**config.mk**
```make
export PLATFORM = sky130hd
export DESIGN_NAME = api_tx_request_framer_unit
export DESIGN_NICKNAME = d
export VERILOG_FILES = /design/src/design/aptxf_pkg.sv /design/src/design/api_tx_request_framer_unit.sv
export SDC_FILE = /design/constraint.sdc
export NUM_CORES = 1
export LEC_CHECK = 0
export ABC_AREA = 0
export BUFFER_PORTS_ARGS = -buffer_cell sky130_fd_sc_hd__buf_4
export CELL_PAD_IN_SITES_DETAIL_PLACEMENT = 0
export CELL_PAD_IN_SITES_GLOBAL_PLACEMENT = 2
export CORE_MARGIN = 8
export CORE_UTILIZATION = 37
export DETAILED_ROUTE_END_ITERATION = 8
export PLACE_DENSITY = 0.87
export SYNTH_ARGS = -nofsm -noshare
export SYNTH_HDL_FRONTEND = slang
export SYNTH_SLANG_ARGS = --single-unit
```
**constraint.sdc**
```tcl
create_clock -name i_clk -period 12.65 [get_ports i_clk]
set_clock_uncertainty 0.2 [all_clocks]
set_input_delay 0.6325 -clock i_clk [delete_from_list [all_inputs] [get_ports i_clk]]
set_output_delay 0.6325 -clock i_clk [all_outputs]
set_load 0.005 [all_outputs]
```
**src/design/aptxf_pkg.sv**
```systemverilog
// ---------------------------------------------------------------------------
// aptxf_pkg
// Widths, header constants and sequencer positions of the TX request framer.
// ---------------------------------------------------------------------------
`default_nettype none

package aptxf_pkg;

    localparam int FRAME_BUFFER_BYTES = 128;
    localparam int HDR_CHK_BYTES      = 18;
    localparam int CAP_RAW            = FRAME_BUFFER_BYTES - HDR_CHK_BYTES;
    localparam int PAYLOAD_CAP_INT    = (CAP_RAW < 127) ? CAP_RAW : 127;

    localparam int LEN_W      = 7;
    localparam int BYTE_W     = 8;
    localparam int IN_DATA_W  = 16;
    localparam int IN_USER_W  = 2;
    localparam int CFG_IDX_W  = 1;
    localparam int CFG_DATA_W = 64;
    localparam int DEST_W     = 64;
    localparam int NET_W      = 16;
    localparam int POS_W      = 5;

    localparam logic [LEN_W-1:0]  PAYLOAD_CAP    = LEN_W'(PAYLOAD_CAP_INT);
    localparam logic [15:0]       LEN_OVERHEAD   = 16'd14;
    localparam logic [BYTE_W-1:0] START_BYTE     = 8'h7E;
    localparam logic [BYTE_W-1:0] TX_REQ_TYPE    = 8'h10;
    localparam logic [BYTE_W-1:0] RADIUS_BYTE    = 8'h00;
    localparam logic [BYTE_W-1:0] CHECKSUM_BASE  = 8'hFF;

    // configuration register indexes
    localparam logic [CFG_IDX_W-1:0] CFG_DEST_ADDR = 1'b0;
    localparam logic [CFG_IDX_W-1:0] CFG_NET_ADDR  = 1'b1;

    // tuser bit positions on the input side
    localparam int USER_FRAME_START = 0;
    localparam int USER_CRITICAL    = 1;

    // byte positions within the result sequence of one item
    localparam logic [POS_W-1:0] POS_START      = 5'd0;
    localparam logic [POS_W-1:0] POS_LEN_HI     = 5'd1;
    localparam logic [POS_W-1:0] POS_LEN_LO     = 5'd2;
    localparam logic [POS_W-1:0] POS_TYPE       = 5'd3;
    localparam logic [POS_W-1:0] POS_FRAME_ID   = 5'd4;
    localparam logic [POS_W-1:0] POS_DEST_FIRST = 5'd5;
    localparam logic [POS_W-1:0] POS_DEST_LAST  = 5'd12;
    localparam logic [POS_W-1:0] POS_NET_HI     = 5'd13;
    localparam logic [POS_W-1:0] POS_NET_LO     = 5'd14;
    localparam logic [POS_W-1:0] POS_RADIUS     = 5'd15;
    localparam logic [POS_W-1:0] POS_OPTIONS    = 5'd16;
    localparam logic [POS_W-1:0] POS_BODY       = 5'd17;
    localparam logic [POS_W-1:0] POS_CHECK      = 5'd18;

endpackage

`default_nettype wire

```
**src/design/api_tx_request_framer_unit.sv**
```systemverilog
// ---------------------------------------------------------------------------
// api_tx_request_framer_unit
// Serializes transmit-request API frames (type 0x10), one byte per handshake.
// ---------------------------------------------------------------------------
// Usage:
//   s_axis carries one item per handshake: tdata = payload byte, payload_length,
//   tuser = frame_start, critical. A frame start item produces the 17 header
//   bytes, then its first payload byte (or the checksum for an empty frame).
//   Each later payload item produces its byte, and the last one also the
//   checksum. m_axis delivers one frame byte per handshake; tlast marks the
//   checksum byte. Items of no open frame are dropped without output.
//   An accepted item is held in the item register; its bytes reach m_axis
//   through the output register.
//   The single output register gives one output byte per cycle while m_axis
//   is not stalled; a start item yields 18 or 19 bytes, a payload item 1 or 2.
//   A new item is taken in the cycle the previous item's last byte loads.
//   A stall on m_axis holds the output byte and, once the item in flight has
//   no place for its next byte, deasserts s_axis_tready.
//   Configuration writes (destination addresses) are always accepted.
//   Reset clears the open frame, the checksum and both address registers.
// ---------------------------------------------------------------------------
`default_nettype none

module api_tx_request_framer_unit (
    input  wire logic                                i_clk,
    input  wire logic                                i_rst_n,
    // tdata: [7:0] payload byte, [14:8] payload_length, [15] zero
    input  wire logic [aptxf_pkg::IN_DATA_W-1:0]     s_axis_tdata,
    // tuser: [0] frame_start, [1] critical
    input  wire logic [aptxf_pkg::IN_USER_W-1:0]     s_axis_tuser,
    input  wire logic                                s_axis_tvalid,
    output logic                                     s_axis_tready,
    // tdata: [7:0] tx_byte
    output logic [aptxf_pkg::BYTE_W-1:0]             m_axis_tdata,
    output logic                                     m_axis_tlast,
    output logic                                     m_axis_tvalid,
    input  wire logic                                m_axis_tready,
    input  wire logic                                i_cfg_valid,
    output logic                                     o_cfg_ready,
    input  wire logic [aptxf_pkg::CFG_IDX_W-1:0]     i_cfg_index,
    input  wire logic [aptxf_pkg::CFG_DATA_W-1:0]    i_cfg_data
);

    // configuration
    logic [aptxf_pkg::DEST_W-1:0] r_dest;
    logic [aptxf_pkg::NET_W-1:0]  r_net;

    // item register
    logic                         r_busy;
    logic                         r_start;
    logic                         r_crit;
    logic [aptxf_pkg::BYTE_W-1:0] r_data;
    logic [aptxf_pkg::LEN_W-1:0]  r_len;
    logic [aptxf_pkg::POS_W-1:0]  r_pos;

    // frame state
    logic                         r_active;
    logic [aptxf_pkg::LEN_W-1:0]  r_left;
    logic [aptxf_pkg::BYTE_W-1:0] r_sum;

    // output register
    logic                         r_out_valid;
    logic                         r_out_last;
    logic [aptxf_pkg::BYTE_W-1:0] r_out_data;

    logic                         cfg_fire;
    logic                         in_fire;
    logic                         drop;
    logic                         out_load;
    logic                         item_done;
    logic [aptxf_pkg::LEN_W-1:0]  in_len;
    logic [aptxf_pkg::LEN_W-1:0]  in_len_cap;
    logic [15:0]                  total_len;
    logic [2:0]                   dest_idx;
    logic [aptxf_pkg::BYTE_W-1:0] chk_byte;
    logic [aptxf_pkg::BYTE_W-1:0] cur_byte;
    logic                         cur_sum;
    logic                         cur_data;
    logic                         cur_chk;
    logic                         cur_last;

    assign o_cfg_ready   = 1'b1;
    assign cfg_fire      = i_cfg_valid && o_cfg_ready;

    assign in_len        = s_axis_tdata[aptxf_pkg::BYTE_W +: aptxf_pkg::LEN_W];
    assign in_len_cap    = (in_len > aptxf_pkg::PAYLOAD_CAP) ? aptxf_pkg::PAYLOAD_CAP : in_len;

    // payload item with no open frame: discarded without output
    assign drop          = r_busy && !r_start && !r_active;
    assign out_load      = r_busy && !drop && (!r_out_valid || m_axis_tready);
    assign item_done     = drop || (out_load && cur_last);
    assign s_axis_tready = !r_busy || item_done;
    assign in_fire       = s_axis_tvalid && s_axis_tready;

    assign total_len     = aptxf_pkg::LEN_OVERHEAD + 16'(r_len);
    assign dest_idx      = 3'(aptxf_pkg::POS_DEST_LAST - r_pos);
    assign chk_byte      = aptxf_pkg::CHECKSUM_BASE - r_sum;

    always_comb begin
        cur_byte = '0;
        cur_sum  = 1'b0;
        cur_data = 1'b0;
        cur_chk  = 1'b0;
        cur_last = 1'b0;
        unique case (r_pos) inside
            aptxf_pkg::POS_START:    cur_byte = aptxf_pkg::START_BYTE;
            aptxf_pkg::POS_LEN_HI:   cur_byte = total_len[15:8];
            aptxf_pkg::POS_LEN_LO:   cur_byte = total_len[7:0];
            aptxf_pkg::POS_TYPE: begin
                cur_byte = aptxf_pkg::TX_REQ_TYPE;
                cur_sum  = 1'b1;
            end
            aptxf_pkg::POS_FRAME_ID: begin
                cur_byte = {7'd0, r_crit};
                cur_sum  = 1'b1;
            end
            [aptxf_pkg::POS_DEST_FIRST:aptxf_pkg::POS_DEST_LAST]: begin
                cur_byte = r_dest[{dest_idx, 3'b000} +: aptxf_pkg::BYTE_W];
                cur_sum  = 1'b1;
            end
            aptxf_pkg::POS_NET_HI: begin
                cur_byte = r_net[15:8];
                cur_sum  = 1'b1;
            end
            aptxf_pkg::POS_NET_LO: begin
                cur_byte = r_net[7:0];
                cur_sum  = 1'b1;
            end
            aptxf_pkg::POS_RADIUS: begin
                cur_byte = aptxf_pkg::RADIUS_BYTE;
                cur_sum  = 1'b1;
            end
            aptxf_pkg::POS_OPTIONS: begin
                cur_byte = {7'd0, !r_crit};
                cur_sum  = 1'b1;
            end
            aptxf_pkg::POS_BODY: begin
                if (r_left != '0) begin
                    cur_byte = r_data;
                    cur_sum  = 1'b1;
                    cur_data = 1'b1;
                    // last payload byte is followed by the checksum
                    cur_last = (r_left != aptxf_pkg::LEN_W'(1));
                end else begin
                    cur_byte = chk_byte;
                    cur_chk  = 1'b1;
                    cur_last = 1'b1;
                end
            end
            aptxf_pkg::POS_CHECK: begin
                cur_byte = chk_byte;
                cur_chk  = 1'b1;
                cur_last = 1'b1;
            end
            default: cur_last = 1'b1;
        endcase
    end

    always_ff @(posedge i_clk) begin
        if (!i_rst_n) begin
            r_dest      <= '0;
            r_net       <= '0;
            r_busy      <= 1'b0;
            r_pos       <= '0;
            r_active    <= 1'b0;
            r_left      <= '0;
            r_sum       <= '0;
            r_out_valid <= 1'b0;
        end else begin
            if (cfg_fire) begin
                unique case (i_cfg_index)
                    aptxf_pkg::CFG_DEST_ADDR: r_dest <= i_cfg_data;
                    aptxf_pkg::CFG_NET_ADDR:  r_net  <= i_cfg_data[aptxf_pkg::NET_W-1:0];
                    default: ;
                endcase
            end

            if (out_load) begin
                r_out_valid <= 1'b1;
            end else if (m_axis_tready) begin
                r_out_valid <= 1'b0;
            end

            if (out_load) begin
                if (r_pos == aptxf_pkg::POS_START) begin
                    r_active <= 1'b1;
                    r_left   <= r_len;
                    r_sum    <= '0;
                end else if (cur_chk) begin
                    r_active <= 1'b0;
                    r_left   <= '0;
                    r_sum    <= '0;
                end else if (cur_sum) begin
                    r_sum <= r_sum + cur_byte;
                    if (cur_data) begin
                        r_left <= r_left - aptxf_pkg::LEN_W'(1);
                    end
                end
            end

            if (in_fire) begin
                r_busy <= 1'b1;
                r_pos  <= s_axis_tuser[aptxf_pkg::USER_FRAME_START] ?
                          aptxf_pkg::POS_START : aptxf_pkg::POS_BODY;
            end else begin
                if (item_done) begin
                    r_busy <= 1'b0;
                end
                if (out_load) begin
                    r_pos <= r_pos + 5'd1;
                end
            end
        end
    end

    always_ff @(posedge i_clk) begin
        if (in_fire) begin
            r_data  <= s_axis_tdata[aptxf_pkg::BYTE_W-1:0];
            r_len   <= in_len_cap;
            r_start <= s_axis_tuser[aptxf_pkg::USER_FRAME_START];
            r_crit  <= s_axis_tuser[aptxf_pkg::USER_CRITICAL];
        end
        if (out_load) begin
            r_out_data <= cur_byte;
            r_out_last <= cur_chk;
        end
    end

    assign m_axis_tvalid = r_out_valid;
    assign m_axis_tdata  = r_out_data;
    assign m_axis_tlast  = r_out_last;

endmodule

`default_nettype wire

```
==> results.txt, run 1 <==
The routed design has 16840 µm of wire. Counting distinct cell types in the post-synthesis netlist gives 70. Data on the critical path is required at its endpoint by 12770 ps. At the end of routability-driven placement, the weighted congestion stood at 0.8565. The share of flip-flops with an asynchronous set or reset was 0. The number of pins exceeding their max-slew limit in the final report was 0. The run gives 0.3745 as the starting density of the core.

Setup repair after global routing left no endpoint under its margin. For the setup-violating endpoint count in the final report, the log shows 0. The root buffer cell chosen for the clock tree is sky130_fd_sc_hd__clkbuf_16.

The number of non-filler instances in the completed layout was 991. CTS built an H-tree with a depth of 4. Detailed placement finished with a half-perimeter wire length of 12170 µm. The arrival time reported for the critical path endpoint was 5180 ps. After floorplanning, the core was divided into 47 placement rows. From left edge to right edge, the die measures 145.1 µm. For this run, the leading register cell type out of synthesis is sky130_fd_sc_hd__dfxtp_1. The core region is 16470 µm².

In this run the remaining antenna-violating nets after routing total 0. Final-report hold violation count: 0. For this run, the top clock speed supported by timing is 0.1978 GHz.

The relative max-transition margin was 0.1670; the sum of overflow across all layers after global routing was 0. The overall track demand over capacity in global routing is 0.1590, and the total placed cells including tap cells is 959. After clock tree synthesis, the clock-pin slew on the worst setup and hold paths is 60 ps.

The number of buffer cells added on primary ports came out at 97. Synthesis inferred 129 register bits. TritonCTS built the clock tree.

The highest net fanout along the worst path came out at 21. For the final routed database, the setup TNS stands at 0 ps. The worst setup path is launched from a flip-flop. The number of max-cap violations is 0.

STA classifies the critical path endpoint as a flip-flop. The later pin in the worst-skew pair is clocked with a latency of 420 ps. Counting every net in the synthesized netlist gives 788. For the finished layout, the period the worst path requires is 5055 ps. The number of antenna violations at the first check in global routing is 0, and the per-cell via count in the routed design is 5.125.

The average size of a mapped cell was 9.016 µm²; the cell count after synthesis was 684. The commonest non-fill, non-tap cell in the layout is sky130_fd_sc_hd__nand2_1. For the pin with the worst max-slew slack, the measured transition is 1250 ps.

The share of the clock period used by the worst path was 0.3996. The worst-case IR drop observed on VDD is 0.1061 mV. The worst hold path belongs to the class in -> reg. OpenSTA, run right after detailed placement, puts the worst setup slack at 7604 ps.

The design draws 1112 µW. The maximum number of pins on one net before global-route repair was 100; the via count of the first global-routing pass was 5048. The worst-case clock buffer depth is 2.

Fraction of layout cells with a size suffix above 1: 0.2114. Post-CTS timing repair inserted 0 buffers for setup. The detailed router finished its first iteration with 378 violations. The number of clock sinks seen by CTS is 129, and the share of synthesized area occupied by flip-flops and latches is 0.4609. For this run, design rule violations remaining after detail routing come to 0.

Detailed-routing iteration count for the pre-antenna-repair pass: 5. After routing the design area is 7625 µm². The run gives 0 as the number of warning messages in the yosys log. After layout, the worst setup slack is 7595 ps. Buffers inserted to repair hold after CTS numbered 0.

The number of gates resized after cts is 0. The power density over the cells is 145.9 nW/µm². The number of antenna diodes in the final layout is 0. The number of clock buffers inserted by TritonCTS was 17; the summed instance area of the synthesized netlist was 6167 µm².

Detailed routing inserted a total of 5079 vias. In this run, synthesis inferred 26 flip-flops with an integrated enable. The total cell area at the placement stage was 7010 µm²; the leakage power summed over all cells was 0.002956 µW. The first-pass GRT wire length is 26880 µm. The top cell types in the final layout, fill and taps aside, are sky130_fd_sc_hd__nand2_1 (180), sky130_fd_sc_hd__dfxtp_1 (103), sky130_fd_sc_hd__buf_4 (102).

At the end of the flow, the number of nets in the layout was 862. The top-level port count was 100. The average wire length per cell after detail routing came out at 16.99 µm. The die covers 21060 µm². In this run the vertical extent of the chip is 145.1 µm. From synthesis to final layout, the design area changed by 23.64%.

By startpoint and endpoint, the worst setup path is classified as reg -> reg. The flow ran to the end, and the final reports show no timing, DRC or antenna violations.
synthesized netlist by cell type (3+ instances only):
cell type	number	share of area
sky130_fd_sc_hd__a21oi_1	93	0.075
sky130_fd_sc_hd__nand2_1	180	0.11
sky130_fd_sc_hd__xor2_1	5	0.0071
sky130_fd_sc_hd__xnor2_1	6	0.0085
sky130_fd_sc_hd__ha_1	15	0.030
sky130_fd_sc_hd__mux2i_1	12	0.019
sky130_fd_sc_hd__nand3_1	8	0.0065
sky130_fd_sc_hd__buf_2	6	0.0049
sky130_fd_sc_hd__edfxtp_1	26	0.13
sky130_fd_sc_hd__nor2_1	25	0.015
sky130_fd_sc_hd__dfxtp_1	103	0.33
sky130_fd_sc_hd__a22oi_1	8	0.0097
sky130_fd_sc_hd__o221ai_1	5	0.0071
sky130_fd_sc_hd__and3_1	3	0.0030
sky130_fd_sc_hd__a32o_1	3	0.0049
sky130_fd_sc_hd__o211ai_1	4	0.0049
sky130_fd_sc_hd__buf_4	3	0.0037
sky130_fd_sc_hd__nor3_1	10	0.0081
sky130_fd_sc_hd__o21ai_0	17	0.014
sky130_fd_sc_hd__clkbuf_1	35	0.021
sky130_fd_sc_hd__nor2b_1	4	0.0041
sky130_fd_sc_hd__and2_1	4	0.0041
sky130_fd_sc_hd__nand2b_1	16	0.016
sky130_fd_sc_hd__a221oi_1	7	0.0099
sky130_fd_sc_hd__a221o_1	3	0.0049
sky130_fd_sc_hd__mux4_2	16	0.058
sky130_fd_sc_hd__nor4_1	3	0.0030
sky130_fd_sc_hd__inv_1	13	0.0079
per-stage QoR:
stage	util	hold slack, ps
floorplan	-	233.1
global placement	0.4258	241.8
detailed placement	0.4258	244.9
CTS	0.4631	177.5
global route	0.4631	177.3
finish	0.4631	194.0
report_power, final:
part / internal, µW / total (µW) / leakage, µW / switching, µW
Combinational: 69.7 / 157 / 0.00156 / 87.5
Sequential: 443 / 457 / 0.00109 / 13.9
Clock: 320 / 498 / 0.000309 / 178
Total: 833 / 1110 / 0.00296 / 279
per-layer routing:
metal / GRT usage / vias to the layer above / routed length [µm]
met5: 0 / - / 0
met1: 0.2064 / 2368 / 7958
met2: 0.2521 / 127 / 7803
met3: 0.03980 / 22 / 773
li1: - / 2562 / -
met4: 0.05674 / 0 / 305
final timing paths:
kind	start	to	slack, ps	depth (start not counted)
max reg2reg	r_pos[0]	r_sum[6]	7590	16
min reg2reg	r_dest[54]	r_dest[54]	250	2
min	s_axis_tuser[1]	r_crit	190	1
max	r_pos[0]	r_sum[6]	7590	16
area by class of cell:
type / count / area (µm²)
multi-input combinational: 493 / 3070
sequential: 129 / 2843
fill: 1627 / 8841
clock inverter: 7 / 65.06
clock buffer: 25 / 549.3
inverter: 15 / 56.30
tap: 220 / 275.3
timing repair buffer: 102 / 765.7
flip-flops by register name, indices dropped and copies added, names as in the netlist, 5 cells and up:
register / flops
r_pos: 5
m_axis_tdata: 8
r_len: 7
r_data: 8
r_dest: 64
r_sum: 8
r_left: 7
r_net: 16
worst max-delay path, stage by stage (launching register included):
cell and delay [ps]:
sky130_fd_sc_hd__dfxtp_1 310, sky130_fd_sc_hd__buf_4 360, sky130_fd_sc_hd__inv_1 170, sky130_fd_sc_hd__ha_1 310, sky130_fd_sc_hd__buf_4 270, sky130_fd_sc_hd__mux4_2 550
sky130_fd_sc_hd__mux2_2 290, sky130_fd_sc_hd__a221oi_1 550, sky130_fd_sc_hd__o21ai_0 220, sky130_fd_sc_hd__ha_1 270, sky130_fd_sc_hd__fa_1 410, sky130_fd_sc_hd__a21o_1 170
sky130_fd_sc_hd__a21oi_1 230, sky130_fd_sc_hd__o21bai_1 100, sky130_fd_sc_hd__a21oi_1 170, sky130_fd_sc_hd__xor2_1 80, sky130_fd_sc_hd__o32ai_1 260
cell families (layout without fill, tap and decap cells):
logic type,count (synthesis),in the layout,share of synthesized area
adders and majority gates,16,16,0.03368
AOI/OAI and AO/OA,162,162,0.1633
buffers and inverters,62,149,0.04321
DFF,129,129,0.4609
xor gates and xnor gates,12,12,0.01826
and+or+nand+nor,271,271,0.1966
other,1,1,0.0006081
muxes,31,31,0.08339
No activity file was read; power rests on OpenSTA's default activity.
==> run 2: changes to the inputs <==
--- a/config.mk
+++ b/config.mk
@@ -10,9 +10,9 @@
 export CELL_PAD_IN_SITES_DETAIL_PLACEMENT = 0
 export CELL_PAD_IN_SITES_GLOBAL_PLACEMENT = 2
 export CORE_MARGIN = 8
-export CORE_UTILIZATION = 37
+export CORE_UTILIZATION = 31
 export DETAILED_ROUTE_END_ITERATION = 8
-export PLACE_DENSITY = 0.87
+export PLACE_DENSITY = 0.78
 export SYNTH_ARGS = -nofsm -noshare
 export SYNTH_HDL_FRONTEND = slang
 export SYNTH_SLANG_ARGS = --single-unit
==> constraint.sdc (replaced) <==
create_clock -name i_clk -period 4.6 [get_ports i_clk]
set_clock_uncertainty 0.2 [all_clocks]
set_input_delay 0.23 -clock i_clk [delete_from_list [all_inputs] [get_ports i_clk]]
set_output_delay 0.23 -clock i_clk [all_outputs]
set_load 0.005 [all_outputs]
==> results.txt, run 2 (synthesized netlist as in run 1, its figures left out) <==
The overall die area is 24660 µm² (was 21060 µm²). For the worst-case clock buffer depth, the log shows 2 (unchanged). The logs give 300 ps (was 7590 ps) for the register-to-register setup slack and 5600 (was 5048) for the via count of the first global-routing pass. The number of nets in the layout was 960 (was 862); the length in cells of the worst reg-to-reg path was 14 (was 16). The transition time at the pin with the least slew margin came out at 1251 ps (was 1250 ps). The tools report the aggregate negative setup slack as 0 ps (unchanged). The power after layout was 3002 µW (was 1112 µW). The commonest non-fill, non-tap cell in the layout was sky130_fd_sc_hd__nand2_1 (unchanged).

The final antenna-violating net count is 0 (unchanged). The final critical delay including setup and external delays came out at 4304 ps (was 5055 ps). The power density over the cells is 350.8 nW/µm² (was 145.9 nW/µm²). The endpoint class of the critical path was a flip-flop (unchanged).

The run gives 0 (unchanged) as the setup-violating endpoint count in the final report. Final-report hold violation count: 0 (unchanged). The tools report the insertion delay to the later sink of the worst-skew pair as 420 ps (about the same). The kind of start point of the critical path was a flip-flop (unchanged). The tools report the highest ir drop seen on vdd as 0.2643 mV (was 0.1061 mV). The logs give 5441 (was 5079) for the total via count after detailed routing and 0 (unchanged) for the sum of overflow across all layers after global routing. The maximum number of pins on one net before global-route repair is 100 (unchanged). The worst hold-check path type is reg -> reg (was in -> reg). The run gives 0.1662 (was 0.1670) as the relative max-transition margin.

For the top-level port count, the log shows 100 (unchanged). The timing-limited maximum frequency is 0.2324 GHz (was 0.1978 GHz). The number of cell rows was 51 (was 47). Largest registers ranked by flip-flop count: r_dest (64), r_net (16) (unchanged).

TritonCTS built the clock tree. The number of buffer cells added on primary ports was 97 (unchanged). The cell at the root of the clock tree is sky130_fd_sc_hd__clkbuf_16 (unchanged). The number of antenna violations at the first check in global routing was 0 (unchanged); the required time of the critical path was 4730 ps (was 12770 ps).

The weighted congestion reported at the end of routability-driven placement is 0.8251 (was 0.8565), and the total wire length is 18790 µm (was 16840 µm). The number of cells on the worst hold path is 2 (was 1). Detailed route wirelength on metal3: 815 µm (was 773 µm). The routed length on met1 was 8561 µm (was 7958 µm); the worst hold margin was 253.3 ps (was 194.0 ps). The logs give 29660 µm (was 26880 µm) for the first-pass GRT wire length and 0 (unchanged) for the number of pins exceeding their max-slew limit in the final report. Setup repair after global routing left no endpoint under its margin.

The post-DP HPWL came out at 13220 µm (was 12170 µm). The run gives 129 (unchanged) as the number of clock sinks seen by CTS. The leakage power summed over all cells is 0.003329 µW (was 0.002956 µW).

The vertical die dimension came out at 157.0 µm (was 145.1 µm). The initial detailed-routing violation count is 316 (was 378). Top metal layer carrying routed signals: met4 (unchanged).

The arrival time reported for the critical path endpoint was 4430 ps (was 5180 ps); the count of H-tree levels built during CTS was 4 (unchanged). The tools report the floorplan core area as 19530 µm² (was 16470 µm²). The flow ran to the end, and the final reports show no timing, DRC or antenna violations. The DRC violations left came out at 0 (unchanged). The share of the clock period used by the worst path works out to 0.9356 (was 0.3996).

The detailed-routing iteration count for the pre-antenna-repair pass is 4 (was 5), and the number of flip-flops in the largest register is 64 (unchanged). Most frequent cells in the layout: sky130_fd_sc_hd__nand2_1 (180), sky130_fd_sc_hd__buf_4 (115), sky130_fd_sc_hd__dfxtp_1 (103) (was sky130_fd_sc_hd__nand2_1 (180), sky130_fd_sc_hd__dfxtp_1 (103), sky130_fd_sc_hd__buf_4 (102)). The number of gates resized after cts was 0 (unchanged).

The per-cell via count in the routed design was 4.794 (was 5.125); the area added between synthesis and finish was 38.77% (was 23.64%). The starting density of the core is 0.3158 (was 0.3745), and the overall track demand over capacity in global routing is 0.1556 (was 0.1590). Largest register by flop count: r_dest (unchanged). The clock transition at the registers of the reported paths was 60 ps (about the same). The number of max-cap violations was 0 (unchanged); the number of clock buffers inserted by TritonCTS was 17 (unchanged). The highest net fanout along the worst path is 5 (was 21). Worst setup path category: reg -> reg (unchanged). The horizontal die dimension is 157.0 µm (was 145.1 µm), and the detailed route wirelength on metal2 is 9067 µm (was 7803 µm). The average wire length per cell after detail routing was 16.56 µm (was 16.99 µm).

Fraction of layout cells with a size suffix above 1: 0.2002 (was 0.2114).
==> run 2: cell count changes in the layout (fill, tap and decap cells not counted) <==
cell,before,now
sky130_fd_sc_hd__clkbuf_1,2,4
sky130_fd_sc_hd__clkinv_4,1,2
sky130_fd_sc_hd__clkinvlp_4,0,2
sky130_fd_sc_hd__dlygate4sd3_1,0,85
sky130_fd_sc_hd__clkbuf_4,0,1
sky130_fd_sc_hd__clkbuf_16,20,18
sky130_fd_sc_hd__clkinv_2,4,3
sky130_fd_sc_hd__bufinv_16,1,0
sky130_fd_sc_hd__clkbuf_8,3,1
sky130_fd_sc_hd__buf_4,102,115
sky130_fd_sc_hd__diode_2,0,1
==> run 2: area by class of cell <==
type                            instances  area [µm²]
Tap cell                              265       331.6
Fill cell                            1945       10970
Sequential cell                       129        2843
Clock buffer                           24       486.7
Multi-Input combinational cell        493        3070
Inverter                               15       56.30
Timing Repair Buffer                  200        1714
Antenna cell                            1       2.502
Clock inverter                          8       53.80
==> run 2: worst paths after layout <==
path	start	to
worst max register to register	r_pos[0]	r_sum[6]
worst min-delay path	r_dest[0]	r_dest[0]
worst min register to register	r_dest[0]	r_dest[0]
worst max-delay path	r_pos[0]	r_sum[6]
==> run 2: worst max-delay path: stages, from the launching register on <==
cell	delay [ps]
sky130_fd_sc_hd__dfxtp_1	320
sky130_fd_sc_hd__inv_1	80
sky130_fd_sc_hd__ha_1	430
sky130_fd_sc_hd__mux4_2	520
sky130_fd_sc_hd__mux2_2	290
sky130_fd_sc_hd__a221oi_1	430
sky130_fd_sc_hd__o21ai_0	250
sky130_fd_sc_hd__ha_1	270
sky130_fd_sc_hd__fa_1	410
sky130_fd_sc_hd__a21o_1	170
sky130_fd_sc_hd__a21oi_1	250
sky130_fd_sc_hd__o21bai_1	100
sky130_fd_sc_hd__a21oi_1	170
sky130_fd_sc_hd__xor2_1	90
sky130_fd_sc_hd__o32ai_1	250
==> run 2: per-stage QoR <==
step           area [µm²]  setup slack, ps    util  instances
2_1_floorplan        6168            75.45       -        684
3_5_place_dp         7164            331.7  0.3669       1017
4_1_cts              8556            296.7  0.4382       1134
3_3_place_gp         7164            424.2  0.3669       1017
5_1_grt              8556            2.745  0.4382       1134
6_report             8558            296.2  0.4383       1135
==> run 2: what timing repair did <==
action | CTS | global route
hold buffers | 85 | 0
endpoints found under the hold margin | 102 | 0
setup buffers | 0 | 0
==> run 2: report_power, final <==
part / total [µW] / switching, µW / internal [µW]
sequential: 1260 / 37.6 / 1220
clock: 1230 / 494 / 739
combinational: 514 / 262 / 252
total: 3000 / 794 / 2210
==> run 2: metal layers <==
metal | vias to the layer above | track usage
li1 | 2754 | -
met1 | 2545 | 0.1935
met2 | 116 | 0.2614
met3 | 26 | 0.03153
met5 | - | 0
met4 | 0 | 0.05893
==> run 3: changes to the inputs <==
--- a/config.mk
+++ b/config.mk
@@ -13,6 +13,7 @@
 export CORE_UTILIZATION = 31
 export DETAILED_ROUTE_END_ITERATION = 8
 export PLACE_DENSITY = 0.78
+export REMOVE_ABC_BUFFERS = 1
 export SYNTH_ARGS = -nofsm -noshare
 export SYNTH_HDL_FRONTEND = slang
 export SYNTH_SLANG_ARGS = --single-unit
==> results.txt, run 3 (synthesized netlist as in run 1, its figures left out) <==
The endpoint class of the critical path is a flip-flop (unchanged). The run gives 957 (was 960) as the number of nets in the layout. The tools report the weighted congestion reported at the end of routability-driven placement as 0.8706 (was 0.8251).

Setup repair after global routing left no endpoint under its margin. The count of H-tree levels built during CTS was 4 (unchanged). The area of combinational cells with multiple inputs came out at 3073 µm² (was 3070 µm²). The worst min-delay path startpoint was r_dest[25] (was r_dest[0]).

The post-placement worst setup slack was 239.7 ps (was 331.7 ps). The tools report the insertion delay to the later sink of the worst-skew pair as 410 ps (was 420 ps). The number of max-cap violations came out at 0 (unchanged). The tools report the starting density of the core as 0.3158 (unchanged). The highest net fanout along the worst path is 13 (was 5), and the per-cell via count in the routed design is 4.830 (was 4.794).

The worst setup margin was 241.5 ps (was 296.2 ps). Most frequent cells in the layout: sky130_fd_sc_hd__nand2_1 (180), sky130_fd_sc_hd__buf_4 (113), sky130_fd_sc_hd__dfxtp_1 (103) (was sky130_fd_sc_hd__nand2_1 (180), sky130_fd_sc_hd__buf_4 (115), sky130_fd_sc_hd__dfxtp_1 (103)). The register area came out at 2843 µm² (unchanged).

The run gives 1015 (was 1017) as the total placed cells including tap cells. For the via count of the first global-routing pass, the log shows 5673 (was 5600). The fraction of layout cells with a size suffix above 1 came out at 0.2012 (was 0.2002).

Average wire length per cell after detail routing: 16.08 µm (was 16.56 µm). Worst hold-check path type: reg -> reg (unchanged). The post-DP HPWL is 12670 µm (was 13220 µm), and the horizontal die dimension is 157.0 µm (unchanged). The worst setup path category was reg -> reg (unchanged).

The register-to-register setup slack was 240 ps (was 300 ps); the vertical die dimension was 157.0 µm (unchanged). The final critical delay including setup and external delays was 4358 ps (was 4304 ps); the post-CTS setup-driven buffer insertion count was 0 (unchanged). The logs give 2 (unchanged) for the worst-case clock buffer depth and 19530 µm² (unchanged) for the floorplan core area. The tools report the hold path endpoint as r_dest[25] (was r_dest[0]). The share of the clock period used by the worst path works out to 0.9475 (was 0.9356). The run gives 0.2294 GHz (was 0.2324 GHz) as the timing-limited maximum frequency. Largest registers ranked by flip-flop count: r_dest (64), r_net (16) (unchanged). The tools report the sum of overflow across all layers after global routing as 0 (unchanged). The cell at the root of the clock tree was sky130_fd_sc_hd__clkbuf_16 (unchanged).

The number of non-filler instances in the completed layout was 1130 (was 1135); the power density over the cells was 348.4 nW/µm² (was 350.8 nW/µm²). The relative max-transition margin is 0.1793 (was 0.1662), and the total via count after detailed routing is 5458 (was 5441). The run finished with clean final reports. The tools report the kind of start point of the critical path as a flip-flop (unchanged). The number of pins exceeding their max-slew limit in the final report was 0 (unchanged); the length in cells of the worst reg-to-reg path was 13 (was 14). Number of buffer cells added on primary ports: 97 (unchanged).

The worst hold margin was 250.7 ps (was 253.3 ps). Total cell area at the placement stage: 7149 µm² (was 7164 µm²). The run gives 0 (was 1) as the number of antenna diodes.

The total wire length was 18170 µm (was 18790 µm). The arrival time reported for the critical path endpoint came out at 4440 ps (was 4430 ps). The top-level port count was 100 (unchanged); the detailed-routing iteration count for the pre-antenna-repair pass was 5 (was 4). For the DRC violations left, the log shows 0 (unchanged). The number of clock sinks seen by CTS is 129 (unchanged), and the final instance area is 8514 µm² (was 8558 µm²). The number of flip-flops in the largest register is 64 (unchanged). Largest register by flop count: r_dest (unchanged).

The tools report the power after layout as 2967 µW (was 3002 µW). Number of cells on the worst hold path: 2 (unchanged). TritonCTS built the clock tree.

The tools report the origin of the critical flop-to-flop path as r_pos[0] (unchanged). The final-report hold violation count is 0 (unchanged). For the number of clock buffers inserted by TritonCTS, the log shows 17 (unchanged).

The worst reg2reg path endpoint was r_sum[7] (was r_sum[6]). The highest ir drop seen on vdd was 0.2611 mV (was 0.2643 mV); the overall die area was 24660 µm² (unchanged). The initial detailed-routing violation count is 361 (was 316). For the overall track demand over capacity in global routing, the log shows 0.1501 (was 0.1556). Number of antenna violations at the first check in global routing: 0 (unchanged). The required time of the critical path was 4690 ps (was 4730 ps).

The filler cell count is 1902 (was 1945), and the first-pass GRT wire length is 29220 µm (was 29660 µm). The final antenna-violating net count is 0 (unchanged), and the leakage power summed over all cells is 0.003311 µW (was 0.003329 µW). Clock transition at the registers of the reported paths: 60 ps (about the same). The transition time at the pin with the least slew margin was 1231 ps (was 1251 ps). The tools report the maximum number of pins on one net before global-route repair as 100 (unchanged). The setup-violating endpoint count in the final report is 0 (unchanged).

The commonest non-fill, non-tap cell in the layout is sky130_fd_sc_hd__nand2_1 (unchanged). The area added between synthesis and finish works out to 38.06% (was 38.77%). The number of cell rows was 51 (unchanged).
run 3: worst max-delay path, stage by stage, from the launching register on:
cell and delay, ps:
sky130_fd_sc_hd__dfxtp_1 390, sky130_fd_sc_hd__inv_1 110, sky130_fd_sc_hd__ha_2 440, sky130_fd_sc_hd__buf_4 280, sky130_fd_sc_hd__mux4_2 330, sky130_fd_sc_hd__mux2i_1 280
sky130_fd_sc_hd__o221ai_1 310, sky130_fd_sc_hd__ha_1 370, sky130_fd_sc_hd__a21oi_1 100, sky130_fd_sc_hd__o2111a_1 280, sky130_fd_sc_hd__nor3_1 240, sky130_fd_sc_hd__a2111oi_0 110
sky130_fd_sc_hd__mux2_1 320, sky130_fd_sc_hd__or4_1 470
run 3: power breakdown:
| part | internal [µW] | switching [µW] |
|---|---|---|
| logic | 250 | 260 |
| registers | 1220 | 36.7 |
| clock network | 709 | 493 |
run 3: stage by stage:
stage	TNS (ps)	util
finish	0	0.4361
global route	0	0.4361
CTS	0	0.4359
detailed placement	0	0.3661
global placement	0	0.3661
floorplan	-310.3	-
run 3: area by class of cell:
class | count | area share
multi-input combinational | 493 | 0.3609
clock buffer | 21 | 0.05408
sequential | 129 | 0.3339
inverter | 15 | 0.006613
timing repair buffer | 197 | 0.1984
clock inverter | 10 | 0.007201
tap | 265 | 0.03894
run 3: repair_timing:
| item | CTS | global route |
|---|---|---|
| setup endpoints to repair | 0 | 1 |
| hold buffers | 84 | 0 |
| resized for setup | 0 | 1 |
| hold endpoints to repair | 102 | 0 |
run 3: worst max path at each step:
stage | startpoint | endpoint | slack (ps) | cells after the start
floorplan | r_pos[0] | r_sum[6] | -210 | 14
global placement | r_pos[0] | r_sum[6] | 320 | 14
detailed placement | r_pos[0] | r_sum[6] | 240 | 14
CTS | r_pos[0] | r_sum[6] | 220 | 14
global route | r_pos[0] | r_sum[6] | 10 | 14
finish | r_pos[0] | r_sum[7] | 240 | 13
run 3: routing by layer:
| layer | part of all wire | GRT usage | vias up |
|---|---|---|---|
| li1 | - | - | 2747 |
| met1 | 0.47 | 0.1910 | 2549 |
| met2 | 0.46 | 0.2401 | 134 |
| met3 | 0.042 | 0.03948 | 28 |
| met4 | 0.024 | 0.05576 | 0 |
| met5 | 0 | 0 | - |
